[config.mk]
export PLATFORM = sky130hd
export DESIGN_NAME = lag_load_aware_hash_select_core
export DESIGN_NICKNAME = d
export VERILOG_FILES = /design/src/lag_pkg.sv /design/src/lag_mod_unit.sv /design/src/lag_load_table.sv /design/src/lag_load_aware_hash_select_core.sv
export VERILOG_INCLUDE_DIRS = /design/src /design/src/src
export SDC_FILE = /design/constraint.sdc
export NUM_CORES = 1
export LEC_CHECK = 0
export ABC_AREA = 0
export BUFFER_PORTS_ARGS = -buffer_cell sky130_fd_sc_hd__buf_4
export CORE_MARGIN = 10
export CORE_UTILIZATION = 51
export CTS_CLUSTER_SIZE = 24
export DETAILED_ROUTE_END_ITERATION = 12
export PLACE_DENSITY_LB_ADDON = 0.08
export SYNTH_ARGS = -nofsm -noshare
export SYNTH_HDL_FRONTEND = slang
export SYNTH_HIERARCHICAL = 1
export SYNTH_SLANG_ARGS = --single-unit
[constraint.sdc]
create_clock -name clk -period 6 [get_ports clk]
set_input_delay 0 -clock clk [delete_from_list [all_inputs] [get_ports clk]]
set_output_delay 0 -clock clk [all_outputs]
set_load 0.05 [all_outputs]
[src/lag_load_aware_hash_select_core_assert.svh]
// Assertion macros for the load-aware link aggregation selector.
// Each macro expects a clock named clk and an active-low reset named arst_n in scope.
`ifndef LAG_LOAD_AWARE_HASH_SELECT_CORE_ASSERT_SVH
`define LAG_LOAD_AWARE_HASH_SELECT_CORE_ASSERT_SVH

// Consequent must hold in the same cycle as the antecedent.
`define LAG_ASSERT_SAME(label, ante, cons, msg) \
	label: assert property (@(posedge clk) disable iff (!arst_n) (ante) |-> (cons)) \
		else $error(msg);

// Consequent must hold in the cycle after the antecedent.
`define LAG_ASSERT_NEXT(label, ante, cons, msg) \
	label: assert property (@(posedge clk) disable iff (!arst_n) (ante) |=> (cons)) \
		else $error(msg);

`endif

[src/lag_pkg.sv]
`timescale 1ns / 1ps
// Shared types and constants for the load-aware link aggregation selector.
// Used by the modulo unit, the load table and the top level.
package lag_pkg;

	localparam int MAX_LINKS = 8;
	localparam int LOAD_BITS = 16;
	localparam int IDX_W = $clog2(MAX_LINKS);
	localparam int CNT_W = $clog2(MAX_LINKS + 1);

	localparam int HASH_W = 48;
	localparam int DIGIT_W = 4;
	localparam int MOD_STEPS = HASH_W / DIGIT_W;
	localparam int STEP_W = $clog2(MOD_STEPS);

	localparam int LINK_INDEX_W = 3;
	localparam int LINK_LOAD_W = 16;
	localparam int IN_DATA_W = 216;
	localparam int OUT_DATA_W = 24;

	localparam int CFG_IDX_W = 8;
	localparam int CFG_DATA_W = 16;
	localparam int LINK_COUNT_W = 4;

	localparam logic [CFG_IDX_W-1:0] REG_LINK_COUNT = CFG_IDX_W'(0);
	localparam logic [CFG_IDX_W-1:0] REG_LOAD_LIMIT = CFG_IDX_W'(1);

	localparam logic [LINK_COUNT_W-1:0] LINK_COUNT_RESET = LINK_COUNT_W'(3);
	localparam logic [LINK_LOAD_W-1:0] LOAD_LIMIT_RESET = LINK_LOAD_W'(5);
	localparam logic [LOAD_BITS-1:0] LOAD_MAX = {LOAD_BITS{1'b1}};

	typedef enum logic [2:0] {
		ST_IDLE,
		ST_MOD,
		ST_CHECK,
		ST_SCAN,
		ST_UPDATE
	} lag_state_t;

	typedef struct packed {
		logic             done;
		logic [CNT_W-1:0] rem;
	} lag_mod_stat_t;

endpackage

[src/lag_mod_unit.sv]
`timescale 1ns / 1ps
// Iterative modulo unit: reduces the 48-bit hash by the link count, four bits per cycle.
// Depends on lag_pkg for widths and the status struct.
module lag_mod_unit (
	input  logic                          clk,
	input  logic                          arst_n,
	input  logic                          start,
	input  logic [lag_pkg::HASH_W-1:0]    dividend,
	input  logic [lag_pkg::CNT_W-1:0]     divisor,
	output lag_pkg::lag_mod_stat_t        stat
);

	logic [lag_pkg::HASH_W-1:0] div_q;
	logic [lag_pkg::CNT_W-1:0]  n_q;
	logic [lag_pkg::CNT_W-1:0]  rem_q;
	logic [lag_pkg::STEP_W-1:0] cnt_q;
	logic                       busy_q;
	logic                       done_q;
	logic [lag_pkg::CNT_W-1:0]  rem_next;

	always_comb begin
		logic [lag_pkg::CNT_W:0]   tmp;
		logic [lag_pkg::CNT_W-1:0] r;
		r = rem_q;
		for (int k = 0; k < lag_pkg::DIGIT_W; k++) begin
			tmp = {r, div_q[lag_pkg::HASH_W-1-k]};
			if (tmp >= {1'b0, n_q}) begin
				tmp = tmp - {1'b0, n_q};
			end
			r = tmp[lag_pkg::CNT_W-1:0];
		end
		rem_next = r;
	end

	always_ff @(posedge clk or negedge arst_n) begin
		if (!arst_n) begin
			busy_q <= 1'b0;
			done_q <= 1'b0;
			cnt_q  <= '0;
		end else begin
			done_q <= 1'b0;
			if (start) begin
				busy_q <= 1'b1;
				cnt_q  <= '0;
			end else if (busy_q) begin
				cnt_q <= cnt_q + lag_pkg::STEP_W'(1);
				if (cnt_q == lag_pkg::STEP_W'(lag_pkg::MOD_STEPS - 1)) begin
					busy_q <= 1'b0;
					done_q <= 1'b1;
				end
			end
		end
	end

	always_ff @(posedge clk) begin
		if (start) begin
			div_q <= dividend;
			n_q   <= divisor;
			rem_q <= '0;
		end else if (busy_q) begin
			div_q <= {div_q[lag_pkg::HASH_W-lag_pkg::DIGIT_W-1:0], {lag_pkg::DIGIT_W{1'b0}}};
			rem_q <= rem_next;
		end
	end

	assign stat.done = done_q;
	assign stat.rem  = rem_q;

endmodule

[src/lag_load_table.sv]
`timescale 1ns / 1ps
// Per-link load counters with one read address and a saturating increment at that address.
// Depends on lag_pkg for the link count and load width.
module lag_load_table (
	input  logic                          clk,
	input  logic                          arst_n,
	input  logic [lag_pkg::IDX_W-1:0]     addr,
	input  logic                          inc_en,
	output logic [lag_pkg::LOAD_BITS-1:0] rd_load,
	output logic [lag_pkg::LOAD_BITS-1:0] new_load
);

	logic [lag_pkg::LOAD_BITS-1:0] loads_q [lag_pkg::MAX_LINKS];

	assign rd_load  = loads_q[addr];
	assign new_load = (rd_load == lag_pkg::LOAD_MAX) ? rd_load
		: rd_load + lag_pkg::LOAD_BITS'(1);

	always_ff @(posedge clk or negedge arst_n) begin
		if (!arst_n) begin
			for (int i = 0; i < lag_pkg::MAX_LINKS; i++) begin
				loads_q[i] <= '0;
			end
		end else if (inc_en) begin
			loads_q[addr] <= new_load;
		end
	end

endmodule

[src/lag_load_aware_hash_select_core.sv]
`timescale 1ns / 1ps
// Top level of the load-aware link aggregation selector: sequencer, registers, output stage.
// Depends on lag_pkg, lag_mod_unit, lag_load_table and the assertion macro header.
//
// Each request on the s_ channel is one packet header. The block XORs its fields into a
// 48-bit hash, reduces it modulo the configured link count, and, when the hashed link's
// load is above load_limit, falls back to the lowest link whose load is below it, if any.
// The chosen link's load is incremented with saturation and a result request carrying the
// link index and its new load is offered on the m_ channel.
// From acceptance, a header goes through the modulo reduction, the load check, the fallback
// scan when it is needed, and the load update; the modulo unit works four hash bits a
// cycle and the scan reads one load counter per cycle. One header is in flight at a time.
// A new header is accepted only after the previous one's load update, so any scan and
// any wait for the output register delay it.
// A finished result sits in the output register, so the next header is accepted while it
// waits; if the receiver stalls, the following header stops before its load update until
// the output register is free.
// Configuration writes on cfg_ are always accepted and must arrive only while idle.
// Reset sets link_count to 3, load_limit to 5 and clears all load counters.
`include "lag_load_aware_hash_select_core_assert.svh"

module lag_load_aware_hash_select_core (
	input  logic                             clk,
	input  logic                             arst_n,
	input  logic                             s_tvalid,
	output logic                             s_tready,
	// src_ip, dst_ip, src_mac, dst_mac, src_port, dst_port, outer_vlan, inner_vlan
	input  logic [lag_pkg::IN_DATA_W-1:0]    s_tdata,
	output logic                             m_tvalid,
	input  logic                             m_tready,
	// link_index, link_load, zero fill
	output logic [lag_pkg::OUT_DATA_W-1:0]   m_tdata,
	input  logic                             cfg_valid,
	output logic                             cfg_ready,
	input  logic [lag_pkg::CFG_IDX_W-1:0]    cfg_index,
	input  logic [lag_pkg::CFG_DATA_W-1:0]   cfg_data
);

	lag_pkg::lag_state_t                state_q;
	lag_pkg::lag_state_t                state_next;
	logic [lag_pkg::LINK_COUNT_W-1:0]   count_q;
	logic [lag_pkg::LINK_LOAD_W-1:0]    limit_q;
	logic [lag_pkg::CNT_W-1:0]          n_eff;
	logic [lag_pkg::IDX_W-1:0]          sel_q;
	logic [lag_pkg::IDX_W-1:0]          scan_q;
	logic                               m_valid_q;
	logic [lag_pkg::OUT_DATA_W-1:0]     m_data_q;
	logic [lag_pkg::HASH_W-1:0]         hash;
	lag_pkg::lag_mod_stat_t             mod_stat;
	logic                               mod_start;
	logic [lag_pkg::IDX_W-1:0]          rd_addr;
	logic                               inc_en;
	logic [lag_pkg::LOAD_BITS-1:0]      rd_load;
	logic [lag_pkg::LOAD_BITS-1:0]      new_load;
	logic                               out_free;
	logic                               scan_last;
	logic                               accept;

	assign cfg_ready = 1'b1;
	assign accept    = s_tvalid && s_tready;
	assign out_free  = !m_valid_q || m_tready;
	assign m_tvalid  = m_valid_q;
	assign m_tdata   = m_data_q;

	always_comb begin
		if (count_q == '0) begin
			n_eff = lag_pkg::CNT_W'(1);
		end else if (lag_pkg::CNT_W'(count_q) > lag_pkg::CNT_W'(lag_pkg::MAX_LINKS)) begin
			n_eff = lag_pkg::CNT_W'(lag_pkg::MAX_LINKS);
		end else begin
			n_eff = lag_pkg::CNT_W'(count_q);
		end
	end

	assign hash = {16'd0, s_tdata[31:0]} ^ {16'd0, s_tdata[63:32]}
		^ s_tdata[111:64] ^ s_tdata[159:112]
		^ {32'd0, s_tdata[175:160]} ^ {32'd0, s_tdata[191:176]}
		^ {36'd0, s_tdata[203:192]} ^ {36'd0, s_tdata[215:204]};

	assign scan_last = (lag_pkg::CNT_W'(scan_q) + lag_pkg::CNT_W'(1)) == n_eff;

	lag_mod_unit u_mod (
		.clk      (clk),
		.arst_n   (arst_n),
		.start    (mod_start),
		.dividend (hash),
		.divisor  (n_eff),
		.stat     (mod_stat)
	);

	lag_load_table u_loads (
		.clk      (clk),
		.arst_n   (arst_n),
		.addr     (rd_addr),
		.inc_en   (inc_en),
		.rd_load  (rd_load),
		.new_load (new_load)
	);

	always_comb begin
		state_next = state_q;
		unique case (state_q)
			lag_pkg::ST_IDLE: begin
				if (s_tvalid) begin
					state_next = lag_pkg::ST_MOD;
				end
			end
			lag_pkg::ST_MOD: begin
				if (mod_stat.done) begin
					state_next = lag_pkg::ST_CHECK;
				end
			end
			lag_pkg::ST_CHECK: begin
				if (rd_load > lag_pkg::LOAD_BITS'(limit_q)) begin
					state_next = lag_pkg::ST_SCAN;
				end else begin
					state_next = lag_pkg::ST_UPDATE;
				end
			end
			lag_pkg::ST_SCAN: begin
				if (rd_load < lag_pkg::LOAD_BITS'(limit_q) || scan_last) begin
					state_next = lag_pkg::ST_UPDATE;
				end
			end
			lag_pkg::ST_UPDATE: begin
				if (out_free) begin
					state_next = lag_pkg::ST_IDLE;
				end
			end
			default: begin
				state_next = lag_pkg::ST_IDLE;
			end
		endcase
	end

	always_comb begin
		s_tready  = 1'b0;
		mod_start = 1'b0;
		inc_en    = 1'b0;
		rd_addr   = sel_q;
		unique case (state_q)
			lag_pkg::ST_IDLE: begin
				s_tready  = 1'b1;
				mod_start = s_tvalid;
			end
			lag_pkg::ST_SCAN: begin
				rd_addr = scan_q;
			end
			lag_pkg::ST_UPDATE: begin
				inc_en = out_free;
			end
			default: begin
				rd_addr = sel_q;
			end
		endcase
	end

	always_ff @(posedge clk or negedge arst_n) begin
		if (!arst_n) begin
			state_q   <= lag_pkg::ST_IDLE;
			m_valid_q <= 1'b0;
			count_q   <= lag_pkg::LINK_COUNT_RESET;
			limit_q   <= lag_pkg::LOAD_LIMIT_RESET;
		end else begin
			state_q <= state_next;
			if (cfg_valid && cfg_ready) begin
				if (cfg_index == lag_pkg::REG_LINK_COUNT) begin
					count_q <= cfg_data[lag_pkg::LINK_COUNT_W-1:0];
				end else if (cfg_index == lag_pkg::REG_LOAD_LIMIT) begin
					limit_q <= cfg_data[lag_pkg::LINK_LOAD_W-1:0];
				end
			end
			if (inc_en) begin
				m_valid_q <= 1'b1;
			end else if (m_tready) begin
				m_valid_q <= 1'b0;
			end
		end
	end

	always_ff @(posedge clk) begin
		if (state_q == lag_pkg::ST_MOD && mod_stat.done) begin
			sel_q  <= mod_stat.rem[lag_pkg::IDX_W-1:0];
			scan_q <= '0;
		end else if (state_q == lag_pkg::ST_SCAN) begin
			if (rd_load < lag_pkg::LOAD_BITS'(limit_q)) begin
				sel_q <= scan_q;
			end
			scan_q <= scan_q + lag_pkg::IDX_W'(1);
		end
		if (inc_en) begin
			m_data_q <= {{(lag_pkg::OUT_DATA_W - lag_pkg::LINK_INDEX_W - lag_pkg::LINK_LOAD_W){1'b0}},
				new_load[lag_pkg::LINK_LOAD_W-1:0],
				lag_pkg::LINK_INDEX_W'(sel_q)};
		end
	end

	`LAG_ASSERT_NEXT(a_accept_starts_mod, accept, state_q == lag_pkg::ST_MOD,
		"accepted header did not start the modulo unit")
	`LAG_ASSERT_NEXT(a_update_gives_result, inc_en, m_valid_q && state_q == lag_pkg::ST_IDLE,
		"load update did not produce a result")
	`LAG_ASSERT_SAME(a_index_in_range, m_valid_q,
		lag_pkg::CNT_W'(m_data_q[lag_pkg::LINK_INDEX_W-1:0]) < n_eff,
		"result link index is outside the links in use")

endmodule

; After elaboration in Yosys (flattened, before gate mapping)
; Cells that the tools add are included.
; W data, S select, Z words.
[classes]
add_sub_neg = 8
magnitude_cmp = 9
n_eq_ne = 12
muxes = 38
bitwise = 9
reduce_logical = 16
[ops]
columns = cell, count
row1 = $bwmux W128, 1
row2 = $mux W48, 2
row3 = $xor A48 B12 Y48, 2
row4 = $xor A48 B16 Y48, 2
row5 = $mux W16, 4
row6 = $bmux W16 S3, 1
row7 = $demux W16 S3, 1
row8 = $xor A32 B48 Y48, 1
row9 = $xor A48 B48 Y48, 1
row10 = $mux W4, 8
row11 = $xor A32 B32 Y32, 1
row12 = $mux W3, 9
row13 = $ge A5 B4 Y1, 4
row14 = $add A16 B1 Y16 const B, 1
row15 = $eq A16 B16 Y1 const B, 1
row16 = $gt A16 B16 Y1, 1
row17 = $lt A16 B16 Y1, 1
row18 = $sub A4 B4 Y4, 4
row19 = $pmux W3 S5, 1
row20 = $mux W1, 11
row21 = $eq A8 B1 Y1 const B, 1
row22 = $logic_not A8 Y1, 1
row23 = $reduce_bool A2 Y1, 4
row24 = $eq A3 B2 Y1 const B, 2
row25 = other kinds (22), 27
[totals]
ff_bits = 239
input_bits = 245
output_inout_bits = 27
word_cells = 113

; Depth between registers and ports, before layout
; Gate-level depths: netlist of run 1.
[logic_depth]
depth_word = 10
depth_mapped = 25
depth_no_buf = 25

; Hierarchy
; The synthesis of run 1 kept the hierarchy.
[modules_own_cells]
columns = module, instances, cells_per_inst, area_each_um2, seq_area_each_um2
row1 = lag_load_table, 1, 650, 6483.7, 3203.1
row2 = lag_load_aware_hash_select_core, 1, 374, 3932.5, 1326.3
row3 = lag_mod_unit, 1, 254, 3407.0, 1791.7

; Least setup slack after synthesis of run 1
; OpenSTA, ideal clock, no wires.
[synth_path]
kind = register to register
start = register u_mod/n_q[1] (netlist bit)
end = register u_mod/rem_q[0] (netlist bit)
setup_time_ps = 106
t_arrival_ps = 5475
required_time_ps = 5894
slack_ps = 419
path_stages_with_launch = 25
n_path_buf = 0
synth_period_minus_slack_ps = 5581
cell_sequence = edfxtp_1 > inv_1 > ha_1 > a21oi_1 > o211ai_1 > mux2_2 > inv_1 > ha_1 > a2111oi_0 > nor3_1 > or2_4 > o21ai_0 > inv_1 > ha_1 > o21ai_0 > a211o_2 > o211ai_1 > o31a_4 > mux2_2 > ha_1 > nand2_1 > o21ai_0 > a221oi_4 > or4b_1 > o311ai_0
[synth_between]
elab_chain_cells = 8
word_cells_on_any_way = 11
cone_classes = 3 x add/sub / 4 x order compare / 4 x mux
[synth_lines]
columns = element, line
row1 = start: declaration, lag_mod_unit.sv:14  ; logic [lag_pkg::CNT_W-1:0] n_q;
row2 = start signal: assignment, lag_mod_unit.sv:58  ; n_q <= divisor;
row3 = $sub A4 B4 Y4 or $ge A5 B4 Y1 (tied branches), "lag_mod_unit.sv:28, lag_mod_unit.sv:27"
row4 = $mux W4, lag_mod_unit.sv:27  ; if (tmp >= {1'b0, n_q}) begin
row5 = $sub A4 B4 Y4 or $ge A5 B4 Y1 (tied branches), "lag_mod_unit.sv:28, lag_mod_unit.sv:27"
row6 = $mux W4, lag_mod_unit.sv:27
row7 = $sub A4 B4 Y4 or $ge A5 B4 Y1 (tied branches), "lag_mod_unit.sv:28, lag_mod_unit.sv:27"
row8 = $mux W4, lag_mod_unit.sv:27
row9 = $ge A5 B4 Y1 *, lag_mod_unit.sv:27
row10 = $mux W4 *, lag_mod_unit.sv:27
row11 = end signal: assignment, lag_mod_unit.sv:62  ; rem_q <= rem_next;
row12 = end: declaration, lag_mod_unit.sv:15  ; logic [lag_pkg::CNT_W-1:0] rem_q;
; Every way passes the cells marked *; elsewhere a longest branch is shown, timed or not.
; A chain may end at the register's enable or synchronous reset.

; Final worst setup path of run 1
[layout_path]
start = register u_mod/n_q[0] (netlist bit)
end = register u_mod/rem_q[3] (netlist bit)
[layout_between]
elab_chain_cells = 8
word_cells_on_any_way = 12
cone_classes = 4 x add/sub / 4 x order compare / 4 x mux
[layout_lines]
columns = element, line
row1 = $sub A4 B4 Y4 or $ge A5 B4 Y1 (tied branches), "lag_mod_unit.sv:28, lag_mod_unit.sv:27"
row2 = $mux W4, lag_mod_unit.sv:27
row3 = $sub A4 B4 Y4 or $ge A5 B4 Y1 (tied branches), "lag_mod_unit.sv:28, lag_mod_unit.sv:27"
row4 = $mux W4, lag_mod_unit.sv:27
row5 = $sub A4 B4 Y4 or $ge A5 B4 Y1 (tied branches), "lag_mod_unit.sv:28, lag_mod_unit.sv:27"
row6 = $mux W4, lag_mod_unit.sv:27
row7 = $sub A4 B4 Y4 or $ge A5 B4 Y1 (tied branches), "lag_mod_unit.sv:28, lag_mod_unit.sv:27"
row8 = $mux W4 *, lag_mod_unit.sv:27
; Marks and branches as above.

==> results.yml, run 1 <==
outcome:
  status: "finished, final reports clean"
worst_setup_path:
  critPathRequiredTime_ns: 6.37
  rrSetupSlack_ns: 0.32
  r2r_start: "u_mod/n_q[0]$_DFFE_PP_"
  cp.arrival_ns: 6.06
  end_kind: "flip-flop"
  start_kind: "flip-flop"
  crit_path_max_fanout: 6
  crit_path_start: "u_mod/n_q[0]$_DFFE_PP_"
  r2r_end: "u_mod/rem_q[3]$_SDFFE_PP0P_"
  crit_type: "reg2reg"
  worstRegToRegCells: 24
logic_synthesis:
  yosys-top-cells-area: "dfrtp_1 28%, edfxtp_1 16%, xnor2_1 8.3%, mux2_2 7.2%, nand2_1 4.6%"
  synth.most_common_cell: "nand2_1"
  syn_avg_cell_area_um2: 10.8
  ys_ff_latch: 239
  yosysUniqueCellTypes: 92
  synthTopCellsByCount: "171 x nand2_1, 154 x dfrtp_1, 131 x xnor2_1"
  synth_top_area_share: 0.279
  ys_warn_count: 6
  synth_edf_count: 74
  synth_top_area_cell: "dfrtp_1"
  syn_area_um2: 13800
  yosysSeqAreaShare: 0.457
  synth-async-reset-ratio: 0.661
  postSynthCellCount: 1278
  yosys_most_used_dff: "dfrtp_1"
worst_hold_path:
  hold_path_end: "u_mod/div_q[27]$_DFFE_PP_"
  hold_depth: 4
  hold_start: "s_tdata[59]"
  min_path_type: "in2reg"
finish:
  drive_above_1_share: 0.304
  n_fill_cell: 2162
  syn_to_final_growth_pct: 27.2
  multi_input_area_um2: 7020
  regArea_um2: 6320
  fin_util: 0.656
  num-nets-final: 1875
detailed_routing:
  wirelength_um: 37600
  vias: 10700
  post_drt_wl_per_cell_um: 19.3
  firstDrtPassIters: 7
  routed-wl-met3_um: 2760
  ant_nets: 0
  via_per_inst: 5.46
  wl_met1_um: 15100
  remaining_drc_errors: 0
  route.met2.wl_um: 19000
  top_layer_used: "met4"
  first_iter_violations: 646
sta:
  relSlewSlack: 0.226
  tns_ns: 0
  finalHoldViolCount: 0
  finalSetupViolations: 0
  post-route-period-util: 0.947
  worstMarginPinSlew_ns: 1.16
  period_minus_slack_ns: 5.68
  skew_ns: 0.0199
  timing.hold.ws_ns: 0.0107
  drv_slew: 0
  fmax_mhz: 176
die:
  num_io_pins: 272
  die_w_um: 185
  core_area_um2: 26800
  die_h_um: 185
  fp-row-count: 60
  die_area_um2: 34100
  start_util: 0.516
clock_network:
  cts_tree: "built"
  cts.htree.levels: 1
  numCtsBuffers: 26
  clockBufferDepth: 3
  cts_root_buffer: "clkbuf_16"
  insertion_delay_ns: 0.54
  path_clk_slew_ns: 0.06
  clock-sinks: 239
pwr:
  ir_drop_uv: 479
  cellPowerDensity_nw_per_um2: 388
  p_leak_nw: 7.72
  p_int_w: 0.00451
  power_frac_comb: 0.471
  swShare: 0.339
  p_seq_frac: 0.308
  clock_power_share: 0.220
  power_switching_w: 0.00231
global_route:
  grt_max_degree: 93
  gr-usage-all-layers: 0.221
  grt_pass1_vias: 11100
  grt_antenna_before_repair: 1
  grt_overflow: 0
  grt_pass1_wl_um: 60100
place:
  dp_hpwl_um: 27400
  numPortBuffers: 265
  gp_routability_congestion: 0.852
run:
  maxCapViolations: 0
-- kinds of logic (layout without fill, tap and decap cells) --
group	Yosys count	after routing	share of synthesized area
AND/OR/NAND/NOR	341	341	0.120
flip-flops	239	239	0.457
AO/OA/AOI/OAI	222	222	0.109
XOR/XNOR	186	186	0.118
multiplexers	127	127	0.116
buffers and inverters	122	451	0.0415
adder cells (fa/ha/maj)	39	39	0.0375
other	2	7	0.000543
-- routing by layer --
metal / track usage / up-vias
li1: - / 5138
met1: 0.270 / 5128
met2: 0.387 / 344
met3: 0.0522 / 57
met4: 0.0507 / 0
met5: 0 / -
-- per-stage QoR --
step / cells / setup WS (ns) / total power, W / instance area, um2
after floorplan: 1282 / 0.419 / 0.00441 / 13800
after global placement: 1839 / 0.265 / 0.00493 / 16100
after detailed placement: 1839 / 0.128 / 0.00502 / 16100
after CTS: 1947 / 0.0669 / 0.00662 / 17500
after global routing: 1953 / -0.00505 / 0.00727 / 17600
final: 1953 / 0.316 / 0.00682 / 17600
-- cell type report --
| cell class | instances | share of cell area |
|---|---|---|
| Clock buffer | 38 | 0.0419 |
| Antenna cell | 1 | 0.000142 |
| Clock inverter | 10 | 0.00406 |
| Sequential cell | 239 | 0.359 |
| Tap cell | 341 | 0.0243 |
| Inverter | 51 | 0.0109 |
| Timing Repair Buffer | 352 | 0.160 |
| Multi-Input combinational cell | 921 | 0.399 |
-- power groups by stage --
stage / combinational, W / clock [W] / sequential (W)
2_1_floorplan: 0.00233 / 0 / 0.00208
3_3_place_gp: 0.00281 / 0 / 0.00212
3_5_place_dp: 0.00289 / 0 / 0.00213
4_1_cts: 0.00297 / 0.00154 / 0.00210
5_1_grt: 0.00353 / 0.00161 / 0.00213
6_report: 0.00321 / 0.00150 / 0.00210
-- worst max-delay path, cell delays in order, from the launching register on --
cell       delay, ns
edfxtp_1        0.39
ha_1            0.33
nand2b_1        0.15
a21oi_1         0.08
o211ai_1        0.28
mux2_4          0.36
inv_1           0.06
ha_1            0.26
a2111oi_4       0.32
nor3_2          0.13
or2_4           0.27
o21ai_2         0.13
inv_1           0.05
ha_1            0.28
o21ai_0         0.09
a211o_2         0.32
o211ai_1        0.11
o31a_4          0.21
mux2_2          0.35
ha_1            0.34
a21oi_1         0.14
o21ai_0         0.15
a221oi_4        0.33
mux2i_1         0.30
a211oi_2        0.10
-- how the worst max path moves through the flow --
stage	end
after floorplan	u_mod/rem_q[0]$_SDFFE_PP0P_
after global placement	u_mod/rem_q[3]$_SDFFE_PP0P_
after detailed placement	u_mod/rem_q[0]$_SDFFE_PP0P_
after CTS	u_mod/rem_q[3]$_SDFFE_PP0P_
after global routing	u_mod/rem_q[3]$_SDFFE_PP0P_
final	u_mod/rem_q[3]$_SDFFE_PP0P_
-- flip-flops by register name, indices dropped and copies added, names as in the netlist, 4 cells and up --
signal,cells
u_mod/cnt_q,4
u_mod/n_q,4
u_loads/loads_q,128
count_q,4
u_mod/rem_q,4
limit_q,16
m_tdata,19
u_mod/div_q,48
-- cell usage in the layout, fill, tap and decap left out, drive strengths merged, types with 7 or more instances in the layout --
master       count
inv             52
nor3            11
a31oi            8
mux2            90
or4             10
dfxtp            7
xor2            54
a21o             8
nor2            40
mux4            18
clkinv           8
nor4            11
xnor2          132
clkbuf          38
nand2          171
mux2i           19
and3            10
dfrtp          154
nand3           28
o21ai           97
buf            291
o31ai           32
nor2b           10
and2             9
a21oi           22
o211ai          13
nand2b           9
nand4            8
edfxtp          74
ha              35
dlygate4sd3     61
-- timing repair --
action,CTS,global route
gates resized for setup,0,14
hold buffers,60,1
setup buffers,0,4
endpoints found under the setup margin,0,4
hold endpoints to repair,128,1
Power figures use the tool's default switching activity.
==> run 2: changes to the inputs <==
==> constraint.sdc (replaced) <==
create_clock -name clk -period 6 [get_ports clk]
set_input_delay 1.2 -clock clk [delete_from_list [all_inputs] [get_ports clk]]
set_output_delay 1.2 -clock clk [all_outputs]
set_load 0.05 [all_outputs]
==> run 2 against run 1 <==
- cell count shrank 3.2%
- highest routed layer unchanged
- fmax increased by 1.9%
- count of clock-buffer cells in the layout grew 8
- sequential share of layout area rose by 1.3 points
- die area unchanged
==> results.yml, run 2 (synthesis gave the netlist of run 1 again) <==
pwr:
  swShare: 0.331
  cellPowerDensity_nw_per_um2: 402
  p_leak_nw: 7.46
  total_power_w: 0.00682
  p_int_w: 0.00456
  p_seq_frac: 0.307
  ir_drop_uv: 438
  power_frac_comb: 0.462
  power_switching_w: 0.00226
  clock_power_share: 0.231
worst_setup_path:
  crit_type: "reg2reg"
  cp.arrival_ns: 5.98
  start_kind: "flip-flop"
  crit_path_max_fanout: 5
  critPathRequiredTime_ns: 6.40
  end_kind: "flip-flop"
detailed_routing:
  wl_met1_um: 14900
  first_iter_violations: 804
  top_layer_used: "met4"
  route.met2.wl_um: 18300
  vias: 10300
  post_drt_wl_per_cell_um: 19.3
  remaining_drc_errors: 0
  via_per_inst: 5.47
  ant_nets: 0
  firstDrtPassIters: 5
  wirelength_um: 36400
  routed-wl-met3_um: 2650
sta:
  worstMarginPinSlew_ns: 1.14
  finalSetupViolations: 0
  tns_ns: 0
  drv_slew: 0
  fmax_mhz: 179
  skew_ns: 0.00601
  fin_ws_ns: 0.422
  finalHoldViolCount: 0
  period_minus_slack_ns: 5.58
  post-route-period-util: 0.930
  relSlewSlack: 0.241
die:
  die_h_um: 185
  die_area_um2: 34100
  start_util: 0.516
  num_io_pins: 272
  fp-row-count: 60
  die_w_um: 185
  core_area_um2: 26800
finish:
  layoutNonFillerInstCount: 1890
  design_area_um2: 17000
  layout_common_cells: "289 x buf_4, 171 x nand2_1, 154 x dfrtp_1"
  final_common_cell: "buf_4"
  antenna_cells: 0
  largest_reg_flops: 128
  num-nets-final: 1813
  regMostFlops: "u_loads/loads_q"
  drive_above_1_share: 0.312
  syn_to_final_growth_pct: 22.7
clock_network:
  clockBufferDepth: 3
  cts.htree.levels: 1
  path_clk_slew_ns: 0.06
  insertion_delay_ns: 0.52
  ctsHoldBuffers: 0
  clock-sinks: 239
  numCtsBuffers: 26
  cts_tree: "built"
  cts_root_buffer: "clkbuf_16"
place:
  gp_routability_congestion: 0.853
  dp_slack_ns: 0.129
  numPortBuffers: 265
  dp_hpwl_um: 27300
  placed_cells: 1840
  place_area_um2: 16100
outcome:
  status: "finished, final reports clean"
worst_hold_path:
  min_path_type: "reg2reg"
run:
  maxCapViolations: 0
global_route:
  grt_max_degree: 67
  gr-usage-all-layers: 0.214
  grt_overflow: 0
  grt_pass1_vias: 10800
  grt_antenna_before_repair: 0
  grt_pass1_wl_um: 58500
run 2: layout make-up:
class | instances | area (um2)
clock inverter | 2 | 35.0
inverter | 51 | 191
tap | 341 | 427
clock buffer | 46 | 808
multi-input combinational | 921 | 7000
timing repair buffer | 290 | 2180
sequential | 239 | 6320
fill | 2221 | 9840
run 2: worst max-delay path, cell delays in order (launching register included):
cell	delay, ns
edfxtp_1	0.39
ha_1	0.32
nand2b_1	0.15
a21oi_1	0.08
o211ai_1	0.24
mux2_2	0.41
inv_1	0.07
ha_1	0.26
a2111oi_4	0.31
nor3_2	0.12
or2_4	0.26
o21ai_2	0.14
inv_1	0.06
ha_1	0.28
o21ai_0	0.08
a211o_2	0.32
o211ai_1	0.11
o31a_4	0.22
mux2_2	0.35
ha_1	0.34
a21oi_1	0.16
o21ai_1	0.11
a221oi_4	0.30
buf_4	0.19
o32a_2	0.13
o21ai_0	0.06
run 2: worst paths after layout:
check,slack (ns),cells past startpoint,start,endpoint
max,0.42,25,u_mod/n_q[0]$_DFFE_PP_,u_mod/rem_q[2]$_SDFFE_PP0P_
min,0.47,0,sel_q[0]$_DFFE_PP_,m_tdata[0]$_DFFE_PP_
max reg2reg,0.42,25,u_mod/n_q[0]$_DFFE_PP_,u_mod/rem_q[2]$_SDFFE_PP0P_
min reg2reg,0.47,0,sel_q[0]$_DFFE_PP_,m_tdata[0]$_DFFE_PP_
max in group asynchronous,4.15,2,arst_n,u_loads/loads_q[105]$_DFFE_PN0P_
min in group asynchronous,0.63,1,arst_n,u_loads/loads_q[65]$_DFFE_PN0P_
run 2: power groups by stage:
stage / Combinational (W) / Sequential [W] / Clock [W]
2_1_floorplan: 0.00233 / 0.00208 / 0
5_1_grt: 0.00348 / 0.00212 / 0.00167
3_3_place_gp: 0.00281 / 0.00212 / 0
4_1_cts: 0.00292 / 0.00210 / 0.00160
6_report: 0.00315 / 0.00209 / 0.00158
3_5_place_dp: 0.00290 / 0.00212 / 0
run 2: repair_timing:
item                                    CTS  global route
endpoints found under the setup margin    0             4
setup buffers                             0             2
resized for setup                         0            12
run 2: metrics by stage:
step                hold slack [ns]   util
detailed placement            0.454  0.599
global route                  0.482  0.633
finish                        0.471  0.633
global placement              0.447  0.599
CTS                           0.468  0.631
floorplan                     0.420      -
run 2: layer usage:
layer | up-vias | track usage
met1 | 4966 | 0.271
met2 | 330 | 0.368
met4 | 0 | 0.0458
met5 | - | 0
met3 | 40 | 0.0451
li1 | 4996 | -
